File: src/ufpc8_pkg.sv
// Package for the frame deframer: frame limits, CRC-8 constants and the
// bytewise CRC-8 update (polynomial 0x07, MSB first). No dependencies.
package ufpc8_pkg;

    localparam int unsigned MAX_PAYLOAD = 32;
    localparam int unsigned ADDR_W      = $clog2(MAX_PAYLOAD);

    localparam logic [7:0] CRC_POLY   = 8'h07;
    localparam logic [7:0] CRC_INIT   = 8'h00;
    localparam logic [7:0] CRC_MSB    = 8'h80;
    localparam logic [7:0] HDR_RESET  = 8'hAA;

    localparam logic [7:0] LEN_LIMIT  = 8'(MAX_PAYLOAD);

    localparam logic STATUS_GOOD = 1'b0;
    localparam logic STATUS_BAD  = 1'b1;

    typedef logic [7:0] t_byte;

    function automatic t_byte crc8_feed(input t_byte crc, input t_byte b);
        t_byte c;
        c = crc ^ b;
        for (int k = 0; k < 8; k++) begin
            if ((c & CRC_MSB) != 8'h00) begin
                c = {c[6:0], 1'b0} ^ CRC_POLY;
            end else begin
                c = {c[6:0], 1'b0};
            end
        end
        return c;
    endfunction

endpackage

File: src/uart_frame_parser_crc8_unit.sv
// Frame deframer with CRC-8 check; depends on ufpc8_pkg.
// A received byte is taken while o_rx_ready is high. After its CRC byte, a frame with a CRC
// error or empty payload has its result the next cycle; others pass PH_RD and PH_EMIT first.
// Throughput: one received byte per cycle while parsing; the CRC byte waits on a free output.
// Payload memory drains by a read, then an emit, per byte; no byte is taken during the drain.
// Reset clears phase, held fields, CRC and result valid; the header register goes to 0xAA.
module uart_frame_parser_crc8_unit
    import ufpc8_pkg::*;
(
    input  logic                i_clk,
    input  logic                i_rst_n,
    input  logic                i_cfg_we,
    input  logic [7:0]          i_cfg_data,
    input  logic                i_rx_valid,
    output logic                o_rx_ready,
    input  logic [7:0]          i_rx_byte,
    output logic                o_res_valid,
    input  logic                i_res_ready,
    output logic [7:0]          o_frame_command,
    output logic [7:0]          o_frame_sequence,
    output logic [5:0]          o_payload_length,
    output logic [4:0]          o_byte_index,
    output logic [7:0]          o_data_byte,
    output logic                o_status,
    output logic                o_last
);

    localparam logic [2:0] PH_HUNT = 3'd0;
    localparam logic [2:0] PH_CMD  = 3'd1;
    localparam logic [2:0] PH_LEN  = 3'd2;
    localparam logic [2:0] PH_SEQ  = 3'd3;
    localparam logic [2:0] PH_DATA = 3'd4;
    localparam logic [2:0] PH_CRC  = 3'd5;
    localparam logic [2:0] PH_RD   = 3'd6;
    localparam logic [2:0] PH_EMIT = 3'd7;

    logic [2:0]        r_phase,  n_phase;
    logic [7:0]        r_hdr;
    logic [7:0]        r_cmd,    n_cmd;
    logic [5:0]        r_len,    n_len;
    logic [7:0]        r_seq,    n_seq;
    logic [5:0]        r_fill,   n_fill;
    logic [7:0]        r_crc,    n_crc;
    logic [ADDR_W-1:0] r_rd_idx, n_rd_idx;
    logic [7:0]        r_rd_data;

    logic              r_out_valid, n_out_valid;
    logic [4:0]        r_out_idx,   n_out_idx;
    logic [7:0]        r_out_data,  n_out_data;
    logic              r_out_status, n_out_status;
    logic              r_out_last,  n_out_last;
    logic [7:0]        r_out_cmd,   n_out_cmd;
    logic [7:0]        r_out_seq,   n_out_seq;
    logic [5:0]        r_out_len,   n_out_len;

    logic [7:0]        r_mem [MAX_PAYLOAD];
    logic              mem_we;

    logic              rx_fire;
    logic              out_free;
    logic [7:0]        crc_upd;
    logic [5:0]        fill_inc;
    logic              drain_last;

    assign o_rx_ready = (r_phase <= PH_DATA) || ((r_phase == PH_CRC) && !r_out_valid);
    assign rx_fire    = i_rx_valid && o_rx_ready;
    assign out_free   = !r_out_valid || i_res_ready;
    assign crc_upd    = crc8_feed((r_phase == PH_CMD) ? CRC_INIT : r_crc, i_rx_byte);
    assign fill_inc   = r_fill + 6'd1;
    assign drain_last = ({1'b0, r_rd_idx} + 6'd1) == r_len;

    always_comb begin
        n_phase      = r_phase;
        n_cmd        = r_cmd;
        n_len        = r_len;
        n_seq        = r_seq;
        n_fill       = r_fill;
        n_crc        = r_crc;
        n_rd_idx     = r_rd_idx;
        n_out_valid  = r_out_valid && !i_res_ready;
        n_out_idx    = r_out_idx;
        n_out_data   = r_out_data;
        n_out_status = r_out_status;
        n_out_last   = r_out_last;
        n_out_cmd    = r_out_cmd;
        n_out_seq    = r_out_seq;
        n_out_len    = r_out_len;
        mem_we       = 1'b0;
        unique case (r_phase)
            PH_HUNT: begin
                if (rx_fire && (i_rx_byte == r_hdr)) begin
                    n_phase = PH_CMD;
                end
            end
            PH_CMD: begin
                if (rx_fire) begin
                    n_cmd   = i_rx_byte;
                    n_crc   = crc_upd;
                    n_phase = PH_LEN;
                end
            end
            PH_LEN: begin
                if (rx_fire) begin
                    if (i_rx_byte <= LEN_LIMIT) begin
                        n_len   = i_rx_byte[5:0];
                        n_crc   = crc_upd;
                        n_phase = PH_SEQ;
                    end else begin
                        n_phase = PH_HUNT;
                    end
                end
            end
            PH_SEQ: begin
                if (rx_fire) begin
                    n_seq   = i_rx_byte;
                    n_crc   = crc_upd;
                    n_fill  = 6'd0;
                    n_phase = (r_len == 6'd0) ? PH_CRC : PH_DATA;
                end
            end
            PH_DATA: begin
                if (rx_fire) begin
                    mem_we = 1'b1;
                    n_fill = fill_inc;
                    n_crc  = crc_upd;
                    if (fill_inc >= r_len) begin
                        n_phase = PH_CRC;
                    end
                end
            end
            PH_CRC: begin
                if (rx_fire) begin
                    n_out_cmd = r_cmd;
                    n_out_seq = r_seq;
                    n_out_len = r_len;
                    n_out_idx = 5'd0;
                    n_out_data = 8'h00;
                    n_out_last = 1'b1;
                    n_rd_idx  = '0;
                    if (i_rx_byte != r_crc) begin
                        n_out_valid  = 1'b1;
                        n_out_status = STATUS_BAD;
                        n_phase      = PH_HUNT;
                    end else if (r_len == 6'd0) begin
                        n_out_valid  = 1'b1;
                        n_out_status = STATUS_GOOD;
                        n_phase      = PH_HUNT;
                    end else begin
                        n_phase = PH_RD;
                    end
                end
            end
            PH_RD: begin
                n_phase = PH_EMIT;
            end
            PH_EMIT: begin
                if (out_free) begin
                    n_out_valid  = 1'b1;
                    n_out_idx    = 5'(r_rd_idx);
                    n_out_data   = r_rd_data;
                    n_out_status = STATUS_GOOD;
                    n_out_last   = drain_last;
                    if (drain_last) begin
                        n_phase = PH_HUNT;
                    end else begin
                        n_rd_idx = r_rd_idx + 1'b1;
                        n_phase  = PH_RD;
                    end
                end
            end
            default: begin
                n_phase = PH_HUNT;
            end
        endcase
    end

    always_ff @(posedge i_clk) begin
        if (mem_we) begin
            r_mem[r_fill[ADDR_W-1:0]] <= i_rx_byte;
        end
        r_rd_data <= r_mem[r_rd_idx];
    end

    always_ff @(posedge i_clk) begin
        if (!i_rst_n) begin
            r_phase     <= PH_HUNT;
            r_hdr       <= HDR_RESET;
            r_cmd       <= 8'h00;
            r_len       <= 6'd0;
            r_seq       <= 8'h00;
            r_fill      <= 6'd0;
            r_crc       <= CRC_INIT;
            r_rd_idx    <= '0;
            r_out_valid <= 1'b0;
        end else begin
            r_phase     <= n_phase;
            if (i_cfg_we) begin
                r_hdr <= i_cfg_data;
            end
            r_cmd       <= n_cmd;
            r_len       <= n_len;
            r_seq       <= n_seq;
            r_fill      <= n_fill;
            r_crc       <= n_crc;
            r_rd_idx    <= n_rd_idx;
            r_out_valid <= n_out_valid;
        end
    end

    always_ff @(posedge i_clk) begin
        r_out_idx    <= n_out_idx;
        r_out_data   <= n_out_data;
        r_out_status <= n_out_status;
        r_out_last   <= n_out_last;
        r_out_cmd    <= n_out_cmd;
        r_out_seq    <= n_out_seq;
        r_out_len    <= n_out_len;
    end

    assign o_res_valid      = r_out_valid;
    assign o_frame_command  = r_out_cmd;
    assign o_frame_sequence = r_out_seq;
    assign o_payload_length = r_out_len;
    assign o_byte_index     = r_out_idx;
    assign o_data_byte      = r_out_data;
    assign o_status         = r_out_status;
    assign o_last           = r_out_last;

endmodule
File: config.mk
export PLATFORM = sky130hd
export DESIGN_NAME = uart_frame_parser_crc8_unit
export DESIGN_NICKNAME = d
export VERILOG_FILES = /design/src/ufpc8_pkg.sv /design/src/uart_frame_parser_crc8_unit.sv
export SDC_FILE = /design/constraint.sdc
export NUM_CORES = 1
export LEC_CHECK = 0
export BUFFER_PORTS_ARGS = -buffer_cell sky130_fd_sc_hd__buf_2
export CAP_MARGIN = 5
export CORE_MARGIN = 2
export CORE_UTILIZATION = 64
export CTS_BUF_LIST = sky130_fd_sc_hd__clkbuf_4 sky130_fd_sc_hd__clkbuf_8
export CTS_CLUSTER_SIZE = 12
export DETAILED_ROUTE_END_ITERATION = 8
export GPL_TIMING_DRIVEN = 0
export PLACE_DENSITY_LB_ADDON = 0.12
export SYNTH_ARGS = -nofsm -noshare
export SYNTH_HDL_FRONTEND = slang
export SYNTH_SLANG_ARGS = --single-unit
File: constraint.sdc
create_clock -name i_clk -period 2.5 [get_ports i_clk]
set_input_delay 0.5 -clock i_clk [delete_from_list [all_inputs] [get_ports i_clk]]
set_output_delay 0.5 -clock i_clk [all_outputs]
set_load 0.005 [all_outputs]
Word-level counts from Yosys, hierarchy flattened
Memories as Yosys holds them, arrays and structs flattened. A register that Yosys moved wholly into a read port is not among the register bits.
Index checks and enable logic that the tools add are counted.

operators by class
  bitwise logic cells = 9
  add/sub/neg operators = 3
  equal/unequal tests = 22
  multiplexer cells = 56
  $lt $le $gt $ge = 3
  reductions and logical operators = 24

operators with widths
  cell                   number
  $mux W3                19
  $mux W8                6
  $pmux W8 S2            2
  $not A3 Y3             8
  $pmux W3 S8            1
  $mux W5                4
  $ne A2 B2 Y1 const B   10
  $pmux W5 S2            2
  $mux W1                15
  $eq A3 B3 Y1 const B   4
  $mux W6                2
  $pmux W6 S2            1
  $reduce_and A4 Y1      3
  $reduce_and A3 Y1      3
  $eq A8 B8 Y1           1
  $le A8 B6 Y1 const B   1
  $ne A8 B8 Y1           1
  $reduce_and A8 Y1      1
  $xor A8 B8 Y8          1
  $add A5 B1 Y6 const B  1
  $add A6 B1 Y6 const B  1
  $eq A3 B2 Y1 const B   2
  $eq A6 B6 Y1           1
  $ge A6 B6 Y1           1
  15 further kinds       26

word-level totals
  memories kept = 1
  memory bits (writable) = 256
  logic and storage cells = 134
  register bits = 90
  input port bits = 21
  output and inout bits = 39

memory list
  name   words  bits a word  read ports  clocked after memory_dff  wr ports  RTL line                           source
  r_mem  32     8            1           1                         1         uart_frame_parser_crc8_unit.sv:56  logic [7:0] r_mem [MAX_PAYLOAD];

Longest topological paths before layout
Gate-level depths: netlist (run 1).

  word-level depth = 22
  gate-level depth with buffers = 9
  depth with buffers taken out = 9

Worst setup path before layout (run 1)
No wires, ideal clock.

  path kind = reg-to-reg
  start = register r_phase[2]
  end = register r_rd_idx[1]
  buffers on the path = 2
  arrival time = 2,226 ps
  data required time = 2,383 ps
  clock period less this slack = 2,344 ps
  cell stages (with the launch flop) = 7
  slack = 156 ps
  cells stage by stage = dfxtp_1 > clkbuf_1 > clkbuf_1 > nand2_1 > nor2_1 > o21ai_0 > a32o_1

on the way
  longest elaborated chain between the ends = 6

RTL lines
  element                                                               RTL line                            source
  from (decl)                                                           uart_frame_parser_crc8_unit.sv:37   logic [2:0] r_phase, n_phase;
  from (signal assigned)                                                uart_frame_parser_crc8_unit.sv:196  r_phase <= n_phase;
  parallel branches: the longest is 6 deep, another holds $le A3 B3 Y1  -
  to (signal assigned)                                                  uart_frame_parser_crc8_unit.sv:205  r_rd_idx <= n_rd_idx;
  to (decl)                                                             uart_frame_parser_crc8_unit.sv:44   logic [ADDR_W-1:0] r_rd_idx, n_rd_idx;

Several ways; the timed one is not identified.
A chain may end at the register's enable or synchronous reset.

==> results of run 1 <==
report_power, final:
group          switching (mW)  internal (mW)  total [mW]
sequential             0.0873           6.52        6.60
combinational           0.774          0.500        1.27
clock                    2.16           2.71        4.86
routing by layer:
layer	part of all wire, %	GRT usage, %
met1	41	37.36
met5	0	0
met2	48	40.91
met3	8.8	6.490
met4	2.4	8.510
worst max-delay path: cells and delay by family (launching register included):
kind,cells,cell delay [ps]
mux,2,920
simple gates,2,220
flops,1,320
buf+inv,3,760
metrics by stage:
step           instance area (µm²)  setup TNS, ps
6_report                     16710              0
3_3_place_gp                 15240         -64550
5_1_grt                      16710              0
3_5_place_dp                 15240         -71540
2_1_floorplan                14600              0
4_1_cts                      16570          -8083
final timing paths:
kind                   endpoint  slack, ps  cells after the start
min                    r_hdr[5]        140                      3
max                r_rd_data[4]        140                      7
max reg2reg        r_rd_data[4]        140                      7
min reg2reg  o_frame_command[0]        430                      0
what timing repair did:
item                                    CTS  global route
endpoints found under the setup margin  284           287
buffers inserted                          0             2
hold endpoints to repair                  0             0
hold buffers                              0             0
resized for setup                        65            38
pin swaps                                 0             1
cells in the mapped netlist (all sizes together), types with 3 or more instances:
cell | number | area (µm²)
buf | 27 | 137.6
a21boi | 24 | 180.2
xor2 | 21 | 183.9
nor3 | 7 | 35.03
o211a | 4 | 40.04
a22oi | 3 | 22.52
a21oi | 11 | 55.05
and4 | 4 | 35.03
and3 | 4 | 25.02
inv | 12 | 45.04
nand3 | 11 | 55.05
a31oi | 4 | 25.02
edfxtp | 293 | 8798
and2 | 17 | 106.4
nand2b | 3 | 18.77
o21ai | 13 | 68.81
nor4 | 3 | 18.77
nor2 | 58 | 217.7
nand2 | 88 | 332.8
or3b | 3 | 26.28
xnor2 | 28 | 245.2
ha | 11 | 137.6
mux4 | 80 | 1802
nand3b | 4 | 30.03
clkbuf | 28 | 105.1
mux2i | 17 | 170.2
nor2b | 17 | 106.4
nor3b | 7 | 57.55
dfxtp | 61 | 1221
logic make-up (layout without fill, tap and decap cells):
logic type      Yosys count  after routing  share of synthesized area, %
mux                      98             98                         13.59
flops                   354            354                         68.65
xor+xnor                 50             50                         3.095
compound gates           81             81                         3.986
fa+ha+maj                11             11                        0.9430
simple gates            234            234                         7.741
buf+inv                  68            229                         1.997
cell type report:
class / count / area (µm²)
clock buffer: 88 / 1023
sequential: 354 / 10020
multi-input combinational: 474 / 4564
tap: 285 / 356.6
timing repair buffer: 59 / 320.3
inverter: 13 / 48.80
buffer: 53 / 262.8
clock inverter: 16 / 111.4
fill: 1358 / 5794
sequential cells by signal (all words and copies together), names as in the netlist:
name              cells
o_byte_index          5
o_data_byte           8
o_frame_command       8
o_frame_sequence      8
o_last                1
o_payload_length      6
o_res_valid           1
o_status              1
r_cmd                 8
r_crc                 8
r_fill                6
r_hdr                 8
r_len                 6
r_mem               256
r_phase               3
r_rd_data             8
r_rd_idx              5
r_seq                 8
==> impl_table.tex, run 1 <==
\begin{tabular}{lr}
\hline
Metric & Value \\
\hline
\multicolumn{2}{l}{\textbf{Critical path}} \\
Critical register-to-register path startpoint & r\_rd\_idx[1] \\
Crit path required time & just under 3000 ps \\
Launch point of the worst path & r\_rd\_idx[1] \\
Setup crit start kind & register \\
Worst-path cell chain & clkbuf\_1, buf\_4, buf\_2, mux4\_2, mux4\_2, nand2\_1, nand2\_1 \\
Critical setup path kind & register to register \\
CP peak stage delay & 520 ps \\
Worst EP arrival & 2830 ps \\
Kind of end point of the critical path & register \\
Peak fanout along the critical path & 10 \\
Worst-path cell with the longest stage delay & mux4\_2 \\
\multicolumn{2}{l}{\textbf{Final layout}} \\
Final cell count without fillers & between 1,000 and 1,500 \\
Fraction of final layout cells with drive strength greater than 1 & $\sim$30\% \\
Commonest non-fill, non-tap cells in the layout & edfxtp\_1, nand2\_1, mux4\_2 \\
Diodes inserted & 0 \\
Finished Core Util & 74.25\% \\
Area growth syn-to-layout & 14.48\% \\
Most frequent standard cell in the layout excluding fill and tap cells & edfxtp\_1 \\
Number of nets in the final layout & 1,042 \\
\multicolumn{2}{l}{\textbf{Worst hold path}} \\
Hold Crit Start & i\_cfg\_data[5] \\
Hold Crit Class & input pin to register \\
\multicolumn{2}{l}{\textbf{GRT}} \\
First-pass GRT wire length & 46.33 mm \\
Total routing usage reported by global routing & 26.28\% \\
Pin count of the biggest net entering global routing & 34 \\
Overall overflow remaining after global route & 0 \\
Vias in the first global route & 7,828 \\
Initial antenna violation count & 0 \\
\multicolumn{2}{l}{\textbf{Pwr}} \\
PD cells & 762.6 mW/mm² \\
Reported leakage power & 5.614 nW \\
Max IR drop VDD & 0.7401 mV \\
Final total power & 12.74 mW \\
\multicolumn{2}{l}{\textbf{STA}} \\
Worst clock skew & 23.65 ps \\
Final period utilization & 94.53\% \\
Hold slack final & 140.4 ps \\
Final critical path time including I/O delays and setup & 2363 ps \\
Worst slew margin relative to its limit & 32.55\% \\
Worst setup margin & 136.9 ps \\
Maximum achievable frequency & 0.4232 GHz \\
Count of endpoints failing hold in the final timing report & 0 \\
RSZ-0062 raised after global routing & no \\
Worst-Margin Slew & 1012 ps \\
Final Setup Violations & 0 \\
Number of slew-limit violations in the final report & 0 \\
\multicolumn{2}{l}{\textbf{Clocking}} \\
\# clock sinks & 354 \\
Cell chosen for the clock root & clkbuf\_8 \\
TritonCTS clock tree & built \\
H-Tree Level Count & 2 \\
Clock latency on the worst-skew pair & roughly 600 ps \\
Number of buffers created by CTS & 55 \\
Reg clk slew, reported paths & 60 ps \\
Clock Path Buffers & 3 \\
\multicolumn{2}{l}{\textbf{Drt}} \\
Detailed-route DRC error count & 0 \\
Via total after detailed routing & 8,152 \\
First-iteration detailed-routing DRC count & 625 \\
DRT antenna net count & 0 \\
Routed length per instance & around 23 µm \\
Total wirelength of the detailed-routed design & between 30 and 40 mm \\
Number of iterations in the first detailed-routing pass & 5 \\
Via/cell ratio & between 6 and 7 \\
\multicolumn{2}{l}{\textbf{Die}} \\
Starting utilization of the core area & 64.86\% \\
I/O pin count & 60 \\
Horiz. Die Dim & $\sim$160 µm \\
Vertical die dimension & 155.0 µm \\
Core Box Area & 0.02250 mm² \\
Floorplan die area & 0.02403 mm² \\
Row Count & between 50 and 60 \\
\multicolumn{2}{l}{\textbf{Yosys}} \\
Synth Register Bits & 354 \\
Syn Std Cell Area & 0.01460 mm² \\
Warnings, synthesis & 0 \\
Predominant post-synthesis flop cell & edfxtp\_1 \\
Synthesized instance count & between 800 and 900 \\
Share of synthesized area occupied by flip-flops and latches & 68.65\% \\
Fraction of synthesis flops using an asynchronous set or reset pin & 0\% \\
Synthesized area per cell & between 15 and 20 µm² \\
Number of enable flip-flop cells after synthesis & 293 \\
Net count after synthesis & 928 \\
Count of unique library cells instantiated by Yosys & 62 \\
\multicolumn{2}{l}{\textbf{Run}} \\
Total of max-cap violations & 0 \\
\multicolumn{2}{l}{\textbf{Placement}} \\
Global placement routability congestion & 0.9030 \\
Pre-CTS setup slack & -696.9 ps \\
Number of buffer cells added on primary ports & 57 \\
Estimated wirelength of the detail-placed design & between 15 and 20 mm \\
Number of placed instances with taps included & 1,238 \\
\multicolumn{2}{l}{\textbf{Outcome}} \\
Outcome & finished clean \\
\hline
\end{tabular}
No activity file was read; power rests on OpenSTA's default activity.
==> run 2, diff against run 1 <==
--- a/config.mk
+++ b/config.mk
@@ -8,7 +8,7 @@
 export BUFFER_PORTS_ARGS = -buffer_cell sky130_fd_sc_hd__buf_2
 export CAP_MARGIN = 5
 export CORE_MARGIN = 2
-export CORE_UTILIZATION = 64
+export CORE_UTILIZATION = 55
 export CTS_BUF_LIST = sky130_fd_sc_hd__clkbuf_4 sky130_fd_sc_hd__clkbuf_8
 export CTS_CLUSTER_SIZE = 12
 export DETAILED_ROUTE_END_ITERATION = 8
==> run 2 against run 1 <==
Compared with the run above:
- the flow now finishes with violations (negative setup slack)
- sequential cell count did not move
- sequential share of layout area barely moved
- count of clock-buffer cells in the layout fell by 21
- design area barely moved
- wire length fell by 0.39%
- clock power fell by 0.8%
- total power fell by 0.39%
- worst setup slack got worse by 190 ps
- maximum frequency fell by 7.5%
- final cell count rose by 3.5%
- first-iteration DRC count did not move
- combinational power barely moved
- critical path type unchanged
- largest power group unchanged
==> impl_table.tex, run 2 (synthesized netlist as in run 1, its figures left out) <==
\begin{tabular}{lr}
\hline
Metric & Value \\
\hline
\multicolumn{2}{l}{\textbf{Final layout}} \\
Final cell count without fillers & 1,389 \\
Finished Core Util & 64.11\% \\
Final design area excluding fillers & 0.01671 mm² \\
Most frequent standard cell in the layout excluding fill and tap cells & edfxtp\_1 \\
Sequential cell area & 0.01002 mm² \\
Fraction of final layout cells with drive strength greater than 1 & 27.99\% \\
Flip-flop count of the largest register after layout & 256 \\
Diodes inserted & 0 \\
Commonest non-fill, non-tap cells in the layout & edfxtp\_1, nand2\_1, mux4\_2 \\
Area growth syn-to-layout & 14.47\% \\
Layout filler cell count & about 1,900 \\
Number of nets in the final layout & 1,041 \\
Area taken by multi-input logic gates & 0.004543 mm² \\
\multicolumn{2}{l}{\textbf{Die}} \\
Core Box Area & 0.02606 mm² \\
I/O pin count & 60 \\
Starting utilization of the core area & around 56\% \\
Row Count & 59 \\
Horiz. Die Dim & around 170 µm \\
Floorplan die area & 0.02786 mm² \\
Vertical die dimension & 166.9 µm \\
\multicolumn{2}{l}{\textbf{STA}} \\
Hold slack final & 145.8 ps \\
Number of slew-limit violations in the final report & 0 \\
RSZ-0062 raised after global routing & yes \\
Worst-Margin Slew & 921.1 ps \\
Final critical path time including I/O delays and setup & 2555 ps \\
Final Setup Violations & 82 \\
Sum Neg Setup Slack & -1633 ps \\
Worst clock skew & between 15 and 20 ps \\
Worst setup margin & -54.95 ps \\
Worst slew margin relative to its limit & 37.79\% \\
Count of endpoints failing hold in the final timing report & 0 \\
Final period utilization & 102.2\% \\
Maximum achievable frequency & 0.3914 GHz \\
\multicolumn{2}{l}{\textbf{Clocking}} \\
CTS Hold Bufs & 0 \\
Setup fix buffers added after clock tree synthesis & 0 \\
Clock Path Buffers & 3 \\
H-Tree Level Count & 2 \\
\# clock sinks & 354 \\
Cell chosen for the clock root & clkbuf\_8 \\
Number of buffers created by CTS & 55 \\
Reg clk slew, reported paths & 60 ps \\
TritonCTS clock tree & built \\
Clock latency on the worst-skew pair & 590 ps \\
\multicolumn{2}{l}{\textbf{Drt}} \\
DRT antenna net count & 0 \\
Total wirelength of the detailed-routed design & 30.69 mm \\
First-iteration detailed-routing DRC count & about 630 \\
Via/cell ratio & 5.762 \\
Number of iterations in the first detailed-routing pass & 5 \\
Via total after detailed routing & about 8,000 \\
Routed length per instance & between 20 and 25 µm \\
Detailed-route DRC error count & 0 \\
\multicolumn{2}{l}{\textbf{Placement}} \\
Number of buffer cells added on primary ports & 57 \\
Estimated wirelength of the detail-placed design & around 20 mm \\
Pre-CTS setup slack & -625.6 ps \\
Number of placed instances with taps included & roughly 1,300 \\
Global placement routability congestion & approximately 0.87 \\
Post-detailed-placement cell area & around 0.015 mm² \\
\multicolumn{2}{l}{\textbf{Critical path}} \\
Worst-path cell chain & clkbuf\_1, nor2\_1, and3\_1, clkbuf\_1, nand2\_2, nor2\_4 \\
Setup crit start kind & register \\
CP peak stage delay & approximately 470 ps \\
Crit path required time & 2750 ps \\
Worst-path cell with the longest stage delay & nand2\_2 \\
Peak fanout along the critical path & 9 \\
Critical setup path kind & register to register \\
Library cell appearing most often on the critical path & clkbuf\_1 \\
Crit path max-delay family & simple AND/OR/NAND/NOR gates \\
Kind of end point of the critical path & register \\
Worst path buffer plus inverter count & 2 \\
Worst EP arrival & 2800 ps \\
\multicolumn{2}{l}{\textbf{Run}} \\
Total of max-cap violations & 0 \\
\multicolumn{2}{l}{\textbf{Pwr}} \\
Reported leakage power & 5.538 nW \\
PD cells & about 760 mW/mm² \\
Max IR drop VDD & 0.6976 mV \\
Final total power & 12.69 mW \\
\multicolumn{2}{l}{\textbf{GRT}} \\
Overall overflow remaining after global route & 0 \\
Vias in the first global route & 8,134 \\
Initial antenna violation count & 0 \\
First-pass GRT wire length & between 40 and 50 mm \\
Total routing usage reported by global routing & 22.75\% \\
Pin count of the biggest net entering global routing & 34 \\
\multicolumn{2}{l}{\textbf{Worst hold path}} \\
Hold Crit Class & input pin to register \\
\multicolumn{2}{l}{\textbf{Outcome}} \\
Violations in the final reports & negative setup slack \\
Outcome & complete, but fails checks \\
\hline
\end{tabular}
-- run 2: changes by cell type in the layout (fill, tap and decap cells not counted), sizes merged --
cell	delta
inv	-1
clkbuf	-18
bufinv	+3
clkinv	+19
buf	-4
clkinvlp	-2
-- run 2: final timing paths --
kind | start | to | slack, ps | cells past startpoint
setup / recovery | r_phase[0] | r_mem[6][5] | -50 | 6
setup reg to reg | r_phase[0] | r_mem[6][5] | -50 | 6
hold reg to reg | r_seq[3] | o_frame_sequence[3] | 420 | 0
hold / removal | i_cfg_data[3] | r_hdr[3] | 150 | 3
-- run 2: layout make-up --
class                   count  share of cell area, %
well taps                 335                  2.509
plain buffers              54                  1.565
flip-flops and latches    354                  59.98
inverters                  13                 0.2921
repair buffers             57                  1.797
multi-input cells         474                  27.19
clock inverters            35                  1.558
clock buffers              67                  5.107
-- run 2: routing by layer --
metal	vias to the layer above	global-route usage [%]	part of all wire, %
met5	-	0	0
met4	0	5.097	1.4
met3	42	4.729	6.1
met2	229	35.77	47
met1	4061	33.34	45
li1	3672	-	-
-- run 2: power by group --
group / switching (mW) / internal [mW] / leakage [nW]
combinational: 0.774 / 0.492 / 1.80
sequential: 0.0900 / 6.52 / 3.15
clock: 2.15 / 2.67 / 0.585
total: 3.02 / 9.68 / 5.54
-- run 2: worst reg2reg max path: stages, from the launching register on --
cell	delay (ps)
dfxtp_1	290
clkbuf_1	190
nor2_1	250
and3_1	180
clkbuf_1	420
nand2_2	470
nor2_4	430
-- run 2: timing repair --
| item | 4_1_cts | 5_1_grt |
|---|---|---|
| gates cloned | 0 | 0 |
| endpoints found under the setup margin | 270 | 292 |
| resized for setup | 76 | 15 |
